--- src/design/xorshift64_star_random_source_top_macros.svh ---
// Assertion helpers used by the top-level RTL file
`ifndef XORSHIFT64_STAR_RANDOM_SOURCE_TOP_MACROS_SVH
`define XORSHIFT64_STAR_RANDOM_SOURCE_TOP_MACROS_SVH

// same-cycle implication, disabled in reset
`define XSRS_ASSERT_IMP(lbl, ante, cons, msg) \
	lbl: assert property (@(posedge clk) disable iff (!arst_n) (ante) |-> (cons)) \
		else $error(msg);

// next-cycle implication, disabled in reset
`define XSRS_ASSERT_NXT(lbl, ante, cons, msg) \
	lbl: assert property (@(posedge clk) disable iff (!arst_n) (ante) |=> (cons)) \
		else $error(msg);

`endif

--- src/design/xsrs_pkg.sv ---
`default_nettype none
package xsrs_pkg;

	localparam int STATE_W = 64;
	localparam int DRAW_W  = 32;
	localparam int DIGIT_W = 4;

	localparam logic [STATE_W-1:0] GOLDEN_SEED  = 64'h9E37_79B9_7F4A_7C15;
	localparam logic [STATE_W-1:0] SCRAMBLE_MUL = 64'd2685821657736338717;

	localparam int SHIFT_A = 12;
	localparam int SHIFT_B = 25;
	localparam int SHIFT_C = 27;

	localparam logic [1:0] OP_RAW     = 2'd0;
	localparam logic [1:0] OP_BOUNDED = 2'd1;
	localparam logic [1:0] OP_FLOAT   = 2'd2;

	typedef enum logic [1:0] {
		ST_IDLE,
		ST_MUL,
		ST_FIN,
		ST_DONE
	} state_t;

	typedef struct packed {
		logic busy;
		logic done;
	} stat_t;

	// constant times one multiplier digit, kept mod 2^64
	function automatic logic [STATE_W-1:0] mul_digit(input logic [DIGIT_W-1:0] d);
		logic [STATE_W-1:0] acc;
		acc = '0;
		for (int i = 0; i < DIGIT_W; i++) begin
			if (d[i]) begin
				acc = acc + (SCRAMBLE_MUL << i);
			end
		end
		return acc;
	endfunction

endpackage
`default_nettype wire

--- src/design/xsrs_mul.sv ---
`default_nettype none
module xsrs_mul (
	input  wire logic                         clk,
	input  wire logic                         arst_n,
	input  wire logic                         start,
	input  wire logic [xsrs_pkg::STATE_W-1:0] x,
	output xsrs_pkg::stat_t                   st,
	output logic      [xsrs_pkg::DRAW_W-1:0]  draw
);

	localparam int NDIG  = xsrs_pkg::STATE_W / xsrs_pkg::DIGIT_W;
	localparam int CNT_W = $clog2(NDIG);

	logic [xsrs_pkg::STATE_W-1:0] x_q;
	logic [xsrs_pkg::STATE_W-1:0] acc_q;
	logic [CNT_W-1:0]             cnt_q;
	logic                         busy_q;
	logic                         done_q;

	// control
	always_ff @(posedge clk or negedge arst_n) begin
		if (!arst_n) begin
			busy_q <= 1'b0;
			done_q <= 1'b0;
			cnt_q  <= '0;
		end else begin
			done_q <= 1'b0;
			if (start) begin
				busy_q <= 1'b1;
				cnt_q  <= '0;
			end else if (busy_q) begin
				cnt_q <= cnt_q + 1'b1;
				if (cnt_q == CNT_W'(NDIG - 1)) begin
					busy_q <= 1'b0;
					done_q <= 1'b1;
				end
			end
		end
	end

	// Horner form, most significant digit first
	always_ff @(posedge clk) begin
		if (start) begin
			x_q   <= x;
			acc_q <= '0;
		end else if (busy_q) begin
			x_q   <= x_q << xsrs_pkg::DIGIT_W;
			acc_q <= (acc_q << xsrs_pkg::DIGIT_W)
				+ xsrs_pkg::mul_digit(x_q[xsrs_pkg::STATE_W-1 -: xsrs_pkg::DIGIT_W]);
		end
	end

	assign st.busy = busy_q;
	assign st.done = done_q;
	assign draw    = acc_q[xsrs_pkg::STATE_W-1 -: xsrs_pkg::DRAW_W];

endmodule
`default_nettype wire

--- src/design/xsrs_mod.sv ---
`default_nettype none
module xsrs_mod (
	input  wire logic                        clk,
	input  wire logic                        arst_n,
	input  wire logic                        start,
	input  wire logic [xsrs_pkg::DRAW_W-1:0] dividend,
	input  wire logic [xsrs_pkg::DRAW_W:0]   divisor,
	output xsrs_pkg::stat_t                  st,
	output logic      [xsrs_pkg::DRAW_W-1:0] rem
);

	localparam int W     = xsrs_pkg::DRAW_W;
	localparam int CNT_W = $clog2(W);

	logic [W:0]       rem_q;
	logic [W-1:0]     dvd_q;
	logic [W:0]       div_q;
	logic [CNT_W-1:0] cnt_q;
	logic             busy_q;
	logic             done_q;
	logic [W+1:0]     trial;
	logic             ge;
	logic [W:0]       rem_nxt;

	// restoring step: bring down one dividend bit, subtract if it fits
	always_comb begin
		trial   = {rem_q, dvd_q[W-1]};
		ge      = trial >= {1'b0, div_q};
		rem_nxt = ge ? (W+1)'(trial - {1'b0, div_q}) : trial[W:0];
	end

	always_ff @(posedge clk or negedge arst_n) begin
		if (!arst_n) begin
			busy_q <= 1'b0;
			done_q <= 1'b0;
			cnt_q  <= '0;
		end else begin
			done_q <= 1'b0;
			if (start) begin
				busy_q <= 1'b1;
				cnt_q  <= '0;
			end else if (busy_q) begin
				cnt_q <= cnt_q + 1'b1;
				if (cnt_q == CNT_W'(W - 1)) begin
					busy_q <= 1'b0;
					done_q <= 1'b1;
				end
			end
		end
	end

	always_ff @(posedge clk) begin
		if (start) begin
			rem_q <= '0;
			dvd_q <= dividend;
			div_q <= divisor;
		end else if (busy_q) begin
			rem_q <= rem_nxt;
			dvd_q <= dvd_q << 1;
		end
	end

	assign st.busy = busy_q;
	assign st.done = done_q;
	// remainder stays below a divisor of at most 2^32
	assign rem     = rem_q[W-1:0];

endmodule
`default_nettype wire

--- src/design/xorshift64_star_random_source_top.sv ---
// A raw draw passes through the digit-serial scramble multiply; a bounded value then
// adds the bit-serial modulo, and a float adds the normalize shift, one bit per cycle.
// The block takes one word at a time: the next word is taken once the result is in
// the output register.
// Reset clears generator state to zero (golden constant on first draw).
`default_nettype none
`include "xorshift64_star_random_source_top_macros.svh"
module xorshift64_star_random_source_top (
	input  wire logic        clk,
	input  wire logic        arst_n,
	input  wire logic        seed_we,
	input  wire logic [63:0] seed_wdata,
	input  wire logic        s_tvalid,
	output logic             s_tready,
	input  wire logic [63:0] s_tdata,   // range_low[31:0], range_high[63:32]
	input  wire logic [1:0]  s_tuser,   // op[1:0]
	output logic             m_tvalid,
	input  wire logic        m_tready,
	output logic [95:0]      m_tdata    // raw_draw[31:0], bounded_value[63:32], float_bits[95:64]
);

	localparam int SW = xsrs_pkg::STATE_W;
	localparam int DW = xsrs_pkg::DRAW_W;

	xsrs_pkg::state_t state_q, state_nxt;

	logic [SW-1:0]        gen_q;
	logic [SW-1:0]        x0, x1, x2, x3;
	logic [1:0]           op_q;
	logic signed [DW-1:0] lo_q, hi_q;
	logic [DW:0]          span_q;
	logic [DW-1:0]        draw_q;
	logic [DW-1:0]        bnd_q;
	logic [DW-1:0]        flt_q;
	logic [DW-1:0]        nrm_q;
	logic [4:0]           nsh_q;
	logic                 out_valid_q;
	logic [95:0]          out_q;

	logic                 accept;
	logic                 load_out;
	logic                 mod_start;
	logic                 nrm_end;
	logic                 rnd;
	logic [24:0]          mant_r;
	logic [7:0]           expo;
	logic [DW-1:0]        fbits;

	xsrs_pkg::stat_t      mul_st, mod_st;
	logic [DW-1:0]        mul_draw;
	logic [DW-1:0]        mod_rem;

	assign s_tready = (state_q == xsrs_pkg::ST_IDLE);
	assign accept   = s_tvalid && s_tready;

	// advance the xorshift state, substituting the golden constant for zero
	always_comb begin
		x0 = (gen_q == '0) ? xsrs_pkg::GOLDEN_SEED : gen_q;
		x1 = x0 ^ (x0 >> xsrs_pkg::SHIFT_A);
		x2 = x1 ^ (x1 << xsrs_pkg::SHIFT_B);
		x3 = x2 ^ (x2 >> xsrs_pkg::SHIFT_C);
	end

	always_ff @(posedge clk or negedge arst_n) begin
		if (!arst_n) begin
			gen_q <= '0;
		end else if (seed_we) begin
			gen_q <= (seed_wdata == '0) ? xsrs_pkg::GOLDEN_SEED : seed_wdata;
		end else if (accept) begin
			gen_q <= x3;
		end
	end

	xsrs_mul u_mul (
		.clk    (clk),
		.arst_n (arst_n),
		.start  (accept),
		.x      (x3),
		.st     (mul_st),
		.draw   (mul_draw)
	);

	assign mod_start = (state_q == xsrs_pkg::ST_MUL) && mul_st.done
		&& (op_q == xsrs_pkg::OP_BOUNDED);

	xsrs_mod u_mod (
		.clk      (clk),
		.arst_n   (arst_n),
		.start    (mod_start),
		.dividend (mul_draw),
		.divisor  (span_q),
		.st       (mod_st),
		.rem      (mod_rem)
	);

	// float from the normalized draw: round to 24 bits, nearest even
	always_comb begin
		nrm_end = (nrm_q == '0) || nrm_q[DW-1];
		rnd     = nrm_q[7] && ((|nrm_q[6:0]) || nrm_q[8]);
		mant_r  = {1'b0, nrm_q[DW-1:8]} + 25'(rnd);
		expo    = 8'(8'd126 - {3'b000, nsh_q} + {7'd0, mant_r[24]});
		fbits   = (nrm_q == '0) ? '0 : {1'b0, expo, mant_r[22:0]};
	end

	always_comb begin
		state_nxt = state_q;
		load_out  = 1'b0;
		case (state_q)
			xsrs_pkg::ST_IDLE: begin
				if (accept) begin
					state_nxt = xsrs_pkg::ST_MUL;
				end
			end
			xsrs_pkg::ST_MUL: begin
				if (mul_st.done) begin
					if (op_q == xsrs_pkg::OP_BOUNDED || op_q == xsrs_pkg::OP_FLOAT) begin
						state_nxt = xsrs_pkg::ST_FIN;
					end else begin
						state_nxt = xsrs_pkg::ST_DONE;
					end
				end
			end
			xsrs_pkg::ST_FIN: begin
				if (op_q == xsrs_pkg::OP_BOUNDED) begin
					if (mod_st.done) begin
						state_nxt = xsrs_pkg::ST_DONE;
					end
				end else if (nrm_end) begin
					state_nxt = xsrs_pkg::ST_DONE;
				end
			end
			xsrs_pkg::ST_DONE: begin
				if (!out_valid_q || m_tready) begin
					load_out  = 1'b1;
					state_nxt = xsrs_pkg::ST_IDLE;
				end
			end
			default: state_nxt = xsrs_pkg::ST_IDLE;
		endcase
	end

	always_ff @(posedge clk or negedge arst_n) begin
		if (!arst_n) begin
			state_q <= xsrs_pkg::ST_IDLE;
		end else begin
			state_q <= state_nxt;
		end
	end

	// datapath
	always_ff @(posedge clk) begin
		if (accept) begin
			op_q  <= s_tuser;
			lo_q  <= s_tdata[31:0];
			hi_q  <= s_tdata[63:32];
			bnd_q <= '0;
			flt_q <= '0;
		end
		if (state_q == xsrs_pkg::ST_MUL) begin
			// order the bounds, then register span from the ordered bounds
			if (lo_q > hi_q) begin
				lo_q <= hi_q;
				hi_q <= lo_q;
			end
			span_q <= {hi_q[DW-1], hi_q} - {lo_q[DW-1], lo_q} + (DW+1)'(1);
			if (mul_st.done) begin
				draw_q <= mul_draw;
				nrm_q  <= mul_draw;
				nsh_q  <= '0;
			end
		end
		if (state_q == xsrs_pkg::ST_FIN) begin
			if (op_q == xsrs_pkg::OP_BOUNDED) begin
				if (mod_st.done) begin
					bnd_q <= lo_q + mod_rem;
				end
			end else if (nrm_end) begin
				flt_q <= fbits;
			end else begin
				nrm_q <= nrm_q << 1;
				nsh_q <= nsh_q + 1'b1;
			end
		end
		if (load_out) begin
			out_q <= {flt_q, bnd_q, draw_q};
		end
	end

	always_ff @(posedge clk or negedge arst_n) begin
		if (!arst_n) begin
			out_valid_q <= 1'b0;
		end else if (load_out) begin
			out_valid_q <= 1'b1;
		end else if (m_tready) begin
			out_valid_q <= 1'b0;
		end
	end

	assign m_tvalid = out_valid_q;
	assign m_tdata  = out_q;

	`XSRS_ASSERT_IMP(a_idle_units_quiet, state_q == xsrs_pkg::ST_IDLE,
		!mul_st.busy && !mod_st.busy, "serial unit busy while idle")
	`XSRS_ASSERT_NXT(a_accept_starts_mul, accept,
		state_q == xsrs_pkg::ST_MUL && mul_st.busy, "multiply did not start")
	`XSRS_ASSERT_IMP(a_mod_only_bounded, mod_st.done,
		state_q == xsrs_pkg::ST_FIN && op_q == xsrs_pkg::OP_BOUNDED,
		"modulo finished outside a bounded request")
	`XSRS_ASSERT_NXT(a_hold_when_blocked,
		state_q == xsrs_pkg::ST_DONE && out_valid_q && !m_tready,
		state_q == xsrs_pkg::ST_DONE, "result overwrote an untaken word")

endmodule
`default_nettype wire

--- config.mk ---
export PLATFORM = sky130hd
export DESIGN_NAME = xorshift64_star_random_source_top
export DESIGN_NICKNAME = d
export VERILOG_FILES = /design/src/design/xsrs_pkg.sv /design/src/design/xsrs_mul.sv /design/src/design/xsrs_mod.sv /design/src/design/xorshift64_star_random_source_top.sv
export VERILOG_INCLUDE_DIRS = /design/src /design/src/design
export SDC_FILE = /design/constraint.sdc
export NUM_CORES = 2
export LEC_CHECK = 0
export BUFFER_PORTS_ARGS = -buffer_cell sky130_fd_sc_hd__buf_2
export CORE_MARGIN = 1.5
export CORE_UTILIZATION = 32
export DETAILED_ROUTE_END_ITERATION = 6
export GPL_ROUTABILITY_DRIVEN = 0
export MAX_ROUTING_LAYER = met4
export PLACE_DENSITY = 0.48
export SETUP_SLACK_MARGIN = 0.1
export SLEW_MARGIN = 0
export SYNTH_ARGS = -nofsm -noshare
export SYNTH_HDL_FRONTEND = slang
export SYNTH_SLANG_ARGS = --single-unit
--- constraint.sdc ---
create_clock -name clk -period 8.4 [get_ports clk]
set_input_delay 1.68 -clock clk [delete_from_list [all_inputs] [get_ports clk]]
set_output_delay 1.68 -clock clk [all_outputs]
set_load 0.005 [all_outputs]
After elaboration in Yosys (flattened, before gate mapping)
Cells that the tools add are included.

Register bits: 634. Bits of input ports: 135. Output and inout bits: 98. Word-level logic and storage cells: 149.

Add/sub/neg operators: 14. $lt $le $gt $ge: 2. Equal/unequal tests: 12. Mux-type cells: 74. Bitwise operators: 3. Reduce and logical (&&, ||, !) cells: 20.

Operators by type and width (number): $mux W64 (17); $mux W32 (21); $logic_not A64 Y1 (2); $add A64 B62 Y64 const B (1); $add A64 B63 Y64 const B (1); $add A64 B64 Y64 (1); $add A64 B64 Y64 const B (1); $xor A64 B37 Y64 (1); $xor A64 B52 Y64 (1); $xor A64 B64 Y64 (1); $mux W62 (1); $mux W5 (7); $ge A34 B33 Y1 (1); $add A33 B1 Y33 const B (1); $mux W33 (1); $sub A32 B32 Y33 (1); $sub A33 B33 Y33 (1); $add A32 B32 Y32 (1); $gt A32 B32 Y1 (1); $logic_not A32 Y1 (1); $mux W31 (1); $add A24 B1 Y25 (1); $mux W1 (17); $mux W2 (6); other kinds (22) (37).

Longest topological paths before layout
Depth in word-level cells: 16. Gate-level depth with buffers: 31. Gate-level depth less buffers: 28.

Hierarchy
Synthesis repeated with hierarchy kept, for this count alone.

Cell total of the unflattened synthesis: 3938. Area, all modules: 38180.4 µm².

By module, submodules not included: xorshift64_star_random_source_top (times used 1, cells each 2047, area an instance 20968.9 µm², seq. area each 9874.5 µm²); xsrs_mul (times used 1, cells each 1236, area an instance 10721.5 µm², seq. area each 3353.2 µm²); xsrs_mod (times used 1, cells each 655, area an instance 6490.0 µm², seq. area each 2787.7 µm²).

Worst setup path before layout
OpenSTA, ideal clock, no wires.

Path kind: flip-flop to flip-flop. Start: register u_mul.x_q[61] (netlist name). End: register u_mul.acc_q[51] (netlist name). Setup time: 0.095 ns. Arrival time: 6.330 ns. Required time: 8.305 ns. Slack: 1.975 ns. Cell stages (with the launch flop): 31. Buffers on the path: 2. Period minus slack after synthesis: 6.425 ns. Cells stage by stage: edfxtp_1 -> clkbuf_1 -> inv_1 -> ha_1 -> buf_2 -> inv_1 -> xnor2_1 -> inv_1 -> ha_1 -> inv_1 -> o41ai_2 -> a2111oi_0 -> a41o_2 -> o21ai_1 -> a41oi_1 -> nand3_1 -> a21oi_2 -> o21ai_1 -> xnor2_1 -> ha_1 -> inv_1 -> o21bai_1 -> a221oi_2 -> nor2_1 -> or4b_1 -> o21ai_2 -> o21ai_1 -> a21o_1 -> a2111oi_2 -> a31oi_1 -> o311ai_1.

Cells in the longest elaborated chain, start to end: 12.

Ends and longest elaborated chain: start, declared (RTL line xsrs_mul.sv:14) `logic [xsrs_pkg::STATE_W-1:0] x_q;`; start signal, assigned (RTL line xsrs_mul.sv:47) `x_q <= x_q << xsrs_pkg::DIGIT_W;`; $mux W64 (*) (RTL line xsrs_pkg.sv:36) `if (d[i]) begin`; $mux W64 (*) (RTL line xsrs_mul.sv:46) `end else if (busy_q) begin`; $mux W64 (*) (RTL line xsrs_mul.sv:43) `if (start) begin`; $add A64 B64 Y64 (RTL line xsrs_pkg.sv:37) `acc = acc + (SCRAMBLE_MUL << i);`; $mux W64 (*) (RTL line xsrs_pkg.sv:36); $mux W64 (*) (RTL line xsrs_mul.sv:46); $mux W64 (*) (RTL line xsrs_mul.sv:43); $add A64 B62 Y64 (RTL line xsrs_pkg.sv:37); $mux W64 (*) (RTL line xsrs_pkg.sv:36); $mux W64 (*) (RTL line xsrs_mul.sv:46); $mux W64 (*) (RTL line xsrs_mul.sv:43); $add A64 B64 Y64 (*) (RTL line xsrs_mul.sv:49) `+ xsrs_pkg::mul_digit(x_q[xsrs_pkg::STATE_W-1 -: xsrs_pkg::DIGIT_W]);`; end signal, assigned (RTL line xsrs_mul.sv:48) `acc_q <= (acc_q << xsrs_pkg::DIGIT_W)`; end, declared (RTL line xsrs_mul.sv:15) `logic [xsrs_pkg::STATE_W-1:0] acc_q;`.

Every way passes the cells marked *; elsewhere a longest branch is shown, timed or not. The select of a mux whose other input is x is not followed. A chain may end at the register's enable or synchronous reset.

Final worst setup path
Ends and elaborated chain as after synthesis.

==> metrics.yaml <==
cts_tree: "built"
ant_nets: 0
path_clk_slew_ns: 0.06
postCtsHoldBufs: 0
htree_num_levels: 3
clockBufferDepth: 3
cap_viol_max_count: 0
cts_buffers: 78
synth_edf_count: 292
grt_max_degree: 82
synthesis.nets: 4271
antenna_found_initial: 4
synth-seq-cells: 634
ys_types: 88
dieArea_um2: 117900
rsz0062_at_grt: "false"
final_cell_mix: "nand2_1 (404), nor2_1 (325), edfxtp_1 (292)"
synth.cell_area_um2: 37060
finalSetupTns_ns: 0
core_area_um2: 114700
first_global_vias: 28183
port_buffers: 232
wl_per_cell_um: 19.42
pin_count: 233
vias: 28820
overflow: 0
die_x_um: 343.3
drive_gt1_share_pct: 10.54
cp-end-kind: "flip-flop"
crit_fanout: 25
die_height_um: 343.3
grt_usage_pct: 18.90
cp.arrival_ns: 7.86
final_nets: 4430
clkLatencyLatePin_ns: 0.66
slew_violations: 0
cts_resized: 0
numClockSinks: 634
synthCells: 3885
async_flop_share_pct: 12.62
hold_class: "reg -> reg"
drtIter0Drc: 1964
syn2layout_area_growth_pct: 14.38
postSynthAreaPerCell_um2: 9.539
std_cell_rows: 124
status: "finished clean"
dp_hpwl_um: 79890
start_util_pct: 32.32
criticalPathCategory: "reg -> reg"
root_buffer: "clkbuf_16"
setup_viol: 0
nFillCells: 11730
final_common_cell: "nand2_1"
post-route-period-util_pct: 87.00
hold_violations: 0
max_freq_mhz: 136.8
grt_pass1_wl_um: 168500
seqCellArea_um2: 16020
slew_headroom_pct: 18.95
cp-start-kind: "flip-flop"
wl_um: 109200
post-route-min-period_ns: 7.308
synth-seq-area-share_pct: 43.22
finClkSkew_ns: 0.02571
required_ns: 8.95
remaining_drc_errors: 0
worstMarginPinSlew_ns: 1.211
first_pass_iters: 7
postCtsSetupBuffers: 0
routed_via_density: 5.124
yosysWarningCount: 0
ys.flop_type: "edfxtp_1"
multi_input_area_um2: 19670
==> synthesized netlist by cell type, types with 32 or more instances <==
master / n / area, um^2
nor2b_1: 33 / 206.5
dfrtp_1: 80 / 2002
nand3_1: 84 / 420.4
edfxtp_1: 292 / 8768
o21a_1: 47 / 352.8
nand4_1: 41 / 256.5
o21ai_0: 234 / 1171
nor4_1: 45 / 281.5
dfxtp_1: 262 / 5245
o31ai_1: 33 / 247.7
a31oi_1: 40 / 250.2
nand2_1: 407 / 1528
xor2_1: 116 / 1016
a21oi_1: 258 / 1291
inv_1: 165 / 619.3
ha_1: 246 / 3078
mux2i_1: 242 / 2422
nor2_1: 326 / 1224
clkbuf_1: 141 / 529.3
a21o_1: 109 / 818.3
nand2b_1: 32 / 200.2
xnor2_1: 235 / 2058
==> final cells by class <==
type	instances	share of cell area, %
clock inverter	36	1.163
antenna	3	0.01771
multi-input combinational	2892	46.39
timing repair buffer	269	3.401
sequential	634	37.80
inverter	169	1.517
tap	1512	4.463
clock buffer	110	5.248
==> metal layers <==
metal / share of wire, % / GRT usage, % / vias up / routed length (um)
met5: 0 / - / - / 0
met4: 2.7 / 5.920 / 0 / 2932
met3: 4.8 / 2.940 / 173 / 5249
met2: 45 / 29.07 / 704 / 49570
met1: 47 / 25.43 / 13732 / 51480
li1: - / - / 14211 / -
==> critical path: stages (launching register included) <==
cell and delay [ns]:
edfxtp_1 0.62, inv_1 0.34, ha_1 0.84, xnor2_1 0.20, a21boi_1 0.20, ha_1 0.31, inv_1 0.10, o41ai_2 0.10
a2111oi_0 0.44, a41o_2 0.19, o21ai_1 0.07, a41oi_1 0.32, nand3_1 0.21, a21oi_2 0.20, o21ai_1 0.10, xnor2_1 0.23
ha_1 0.33, inv_1 0.14, o21bai_1 0.11, a221oi_2 0.34, nor2_1 0.08, or4b_1 0.52, o21ai_2 0.30, o21ai_1 0.15
a21o_1 0.23, a2111oi_2 0.36, a31oi_1 0.08, o311ai_1 0.09
==> cell families after synthesis <==
logic type / Yosys count / share of synthesized area (%)
and+or+nand+nor: 1094 / 13.25
AOI/OAI and AO/OA: 949 / 16.10
DFF: 634 / 43.22
buffers and inverters: 359 / 3.876
xor gates and xnor gates: 351 / 8.295
adders and majority gates: 251 / 8.576
muxes: 247 / 6.688
==> path summary, 6_finish.rpt <==
| kind | from | to | slack (ns) | depth (start not counted) |
|---|---|---|---|---|
| setup reg to reg | u_mul.x_q[61]$_DFFE_PP_ | u_mul.acc_q[51]$_SDFFE_PP0P_ | 1.09 | 27 |
| setup / recovery | u_mul.x_q[61]$_DFFE_PP_ | u_mul.acc_q[51]$_SDFFE_PP0P_ | 1.09 | 27 |
| hold reg to reg | span_q[32]$_DFFE_PP_ | u_mod.div_q[32]$_DFFE_PP_ | 0.41 | 0 |
| max in group asynchronous | arst_n | u_mul.busy_q$_DFF_PN0_ | 6.23 | 2 |
| min in group asynchronous | arst_n | gen_q[6]$_DFFE_PN0P_ | 0.97 | 1 |
| hold / removal | span_q[32]$_DFFE_PP_ | u_mod.div_q[32]$_DFFE_PP_ | 0.41 | 0 |
==> state kept, by name (all words and copies together) (netlist names), 32 cells and up <==
signal	flops
m_tdata	96
gen_q	64
u_mul.acc_q	64
u_mul.x_q	64
span_q	33
u_mod.div_q	33
u_mod.rem_q	33
bnd_q	32
draw_q	32
flt_q	32
hi_q	32
lo_q	32
nrm_q	32
u_mod.dvd_q	32
==> stage by stage <==
stage	setup WS (ns)	cell area (um^2)	cells	hold WS [ns]	util [%]
after floorplan	1.975	37060	3885	0.4000	-
after global placement	1.308	39660	5476	0.4001	34.59
after detailed placement	1.239	39660	5476	0.4045	34.59
after CTS	1.217	42380	5622	0.3898	36.96
after global routing	0.7067	42390	5625	0.3989	36.97
final	1.092	42390	5625	0.4080	36.97
Power is not shown: default switching activity piles up to over one toggle a cycle in this logic, so the estimate is an artifact.
